### config.mk
export PLATFORM = sky130hd
export DESIGN_NAME = lz77_match_unit
export DESIGN_NICKNAME = d
export VERILOG_FILES = /design/src/sv/lz77_match_unit.sv
export SDC_FILE = /design/constraint.sdc
export NUM_CORES = 1
export LEC_CHECK = 0
export ABC_AREA = 1
export BUFFER_PORTS_ARGS = -buffer_cell sky130_fd_sc_hd__buf_2
export CAP_MARGIN = 10
export CELL_PAD_IN_SITES_DETAIL_PLACEMENT = 1
export CELL_PAD_IN_SITES_GLOBAL_PLACEMENT = 2
export CORE_UTILIZATION = 12
export DETAILED_ROUTE_END_ITERATION = 8
export PLACE_DENSITY_LB_ADDON = 0.2
export SLEW_MARGIN = 15
export SYNTH_ARGS = -nofsm -noshare
export SYNTH_HDL_FRONTEND = slang
export SYNTH_SLANG_ARGS = --single-unit
### constraint.sdc
create_clock -name vclk -period 1.8
set_clock_uncertainty 0.15 [all_clocks]
set_input_delay 0.27 -clock vclk [all_inputs]
set_output_delay 0.27 -clock vclk [all_outputs]
set_load 0.005 [all_outputs]
### src/sv/lz77_match_unit.sv
// Shared compare unit: length of the common prefix of two byte rows, capped.
`default_nettype none

module lz77_match_unit #(
    parameter int LOOKAHEAD_DEPTH = 16
) (
    input  wire logic [LOOKAHEAD_DEPTH-1:0][7:0]         i_win,
    input  wire logic [LOOKAHEAD_DEPTH-1:0][7:0]         i_ref,
    input  wire logic [$clog2(LOOKAHEAD_DEPTH+1)-1:0]    i_lim,
    output logic      [$clog2(LOOKAHEAD_DEPTH+1)-1:0]    o_len
);

    localparam int LEN_W = $clog2(LOOKAHEAD_DEPTH + 1);

    logic [LOOKAHEAD_DEPTH-1:0] w_eq;

    always_comb begin
        for (int i = 0; i < LOOKAHEAD_DEPTH; i++) begin
            w_eq[i] = (i_win[i] == i_ref[i]);
        end
    end

    // first mismatch below the cap wins
    always_comb begin
        o_len = i_lim;
        for (int i = LOOKAHEAD_DEPTH - 1; i >= 0; i--) begin
            if (!w_eq[i] && (LEN_W'(i) < i_lim)) begin
                o_len = LEN_W'(i);
            end
        end
    end

endmodule

`default_nettype wire

==> results_dict.tcl <==
set metrics [dict create \
    syn_nets 618 \
    first_global_vias 3613 \
    violations "setup timing" \
    ioPinCount 266 \
    rsz0062_at_grt "true" \
    critPathLaunchType "input pin" \
    diodes 0 \
    cellPowerDensity_nw_per_um2 204 \
    hold_path_class "input pin to output pin" \
    antenna_found_initial 0 \
    p_leak_nw 2.28 \
    die_area_um2 17600 \
    drive_above_1_share_pct 54.8 \
    row_count 47 \
    drc_errors 0 \
    final_antenna_net_count 0 \
    netlist_instances 357 \
    finalPower_w 0.000845 \
    timing.fmax_mhz 443 \
    cp.arrival_ns 1.84 \
    synth_compound_area_share_pct 10.8 \
    synth_top_cell_by_area "xnor2_1" \
    cts_hold_buf 0 \
    end_kind "output pin" \
    core_area_um2 16600 \
    path_max_fanout 2 \
    ys_types 33 \
    yosysWarningCount 0 \
    routedWlPerCell_um 11.5 \
    synth_commonest_cells "99 x nand2_1, 64 x xnor2_1, 52 x inv_1" \
    grt-busiest-layer "met2" \
    netlist_area_um2 2050 \
    synth.top_cells.by_area "xnor2_1 27%, nand2_1 18%, xor2_1 13%, inv_1 9.5%, nand4_1 5.2%" \
    outcome "finished, violations left" \
    regArea_um2 0 \
    multi_input_area_um2 2050 \
    place_hpwl_um 9550 \
    syn_avg_cell_area_um2 5.75 \
    nFillCells 2177 \
    drt_pre_antenna_iters 4 \
    drtIter0Drc 35 \
    post-synth-top-count-cell "nand2_1" \
    synth_mux_area_share_pct 0 \
    cp.required_ns 1.38 \
    area_growth_pct 102 \
    routed_wl_um 10000 \
    die_width_um 133 \
    grt_use_met2_pct 22.6 \
    fin_ws_ns -0.458 \
    cap_violations 0 \
    fin_crit_ns 2.26 \
    vias 3289 \
    gp_congestion 0.731 \
    synth_simple_gate_area_share_pct 38.9 \
    slew_headroom_pct 75.7 \
    synth_top_family_by_area "XOR/XNOR gates" \
    synthAdderAreaFrac_pct 0 \
    initial_utilization_pct 12.3 \
    grt_overflow 0 \
    numPortBuffers 266 \
    synth_top_area_share_pct 27.3 \
    final_util_pct 24.9 \
    crit_type "input pin to output pin" \
    ir_worst_vdd_uv 58.3 \
    met1_usage_pct 11.6 \
    viasPerCell 3.78 \
    grt_max_degree 6 \
    finalCritPeriodShare_pct 125 \
    num-nets-final 913 \
    nFlopsAndLatches 0 \
    synthXorXnorAreaFrac_pct 40.1 \
    grtUsageMet3_pct 1.65 \
    synth-seq-area-share_pct 0 \
    grt_usage_pct 10.8 \
    drv_slew 0 \
    finalSetupViolCount 5 \
    grt_pass1_wl_um 15800 \
    worst_pin_slew_ns 0.364 \
    hold_violations 0 \
    clkbuf_count 0 \
    fp.dieH_um 133 \
]
==> final timing paths <==
| check | startpoint | end | slack (ns) | cells past startpoint |
|---|---|---|---|---|
| worst max-delay path | i_win[86] | o_len[1] | -0.46 | 11 |
| worst min-delay path | i_win[18] | o_len[0] | 0.97 | 7 |
==> stage by stage <==
stage	hold WS, ns	area (µm²)	setup TNS, ns	setup WS (ns)	cells
final	0.965	4140	-1.93	-0.458	870
after global routing	1.01	4140	-2.81	-0.649	870
after CTS	0.984	4030	-2.18	-0.507	870
after detailed placement	0.981	3870	-3.19	-0.675	870
after global placement	0.971	3870	-3.13	-0.671	870
after floorplan	0.604	2070	-0.0843	-0.0424	357
==> per-layer routing <==
layer	up-vias	wire length, µm
li1	1708	-
met5	-	0
met2	133	5420
met3	2	707
met4	0	22
met1	1446	3870
==> what timing repair did <==
action	4_1_cts	5_1_grt
endpoints found under the hold margin	0	0
resized for setup	31	26
buffers inserted	0	0
pin swaps	14	18
setup endpoints to repair	5	5
==> cell type report <==
type | instances | area share, %
inverter | 56 | 5.14
tap | 220 | 6.65
multi-input combinational | 301 | 49.5
timing repair buffer | 293 | 38.7
==> power breakdown <==
group | internal, W | switching (W) | leakage, nW
Clock | 0 | 0 | 0
Combinational | 0.000481 | 0.000364 | 2.28
Sequential | 0 | 0 | 0
==> critical path: stages <==
cell,delay (ns)
buf_2,0.10
or2_2,0.29
nand4_1,0.10
nor3_1,0.05
nand2_1,0.13
o311ai_2,0.14
buf_4,0.17
a31oi_1,0.19
o21bai_1,0.08
a31oi_1,0.15
buf_2,0.15
==> kinds of logic (layout without fill, tap and decap cells) <==
kind of cell | count (synthesis) | after routing
simple gates | 178 | 178
buf+inv | 56 | 349
compound gates | 29 | 29
xor+xnor | 94 | 94
==> layout by cell type, fill, tap and decap left out, types with 2 or more instances in the layout <==
cell type / n
or2_4: 2
nor2_1: 17
buf_2: 255
inv_2: 9
xor2_1: 29
nand3_1: 5
or2_0: 2
nor3_2: 2
a31oi_1: 2
nor4_2: 2
nand3_2: 3
nor2_4: 2
xnor2_2: 7
buf_4: 27
xnor2_1: 57
buf_6: 11
o22ai_1: 2
o21ai_0: 5
nor2_2: 5
or2_2: 11
nor4_1: 2
nand2_1: 94
o21ai_1: 4
inv_1: 46
o41ai_4: 2
o41ai_2: 2
nand4_1: 17
nand2_2: 7
nor3_1: 3
Note: power is estimated with default switching activity, not from simulation.
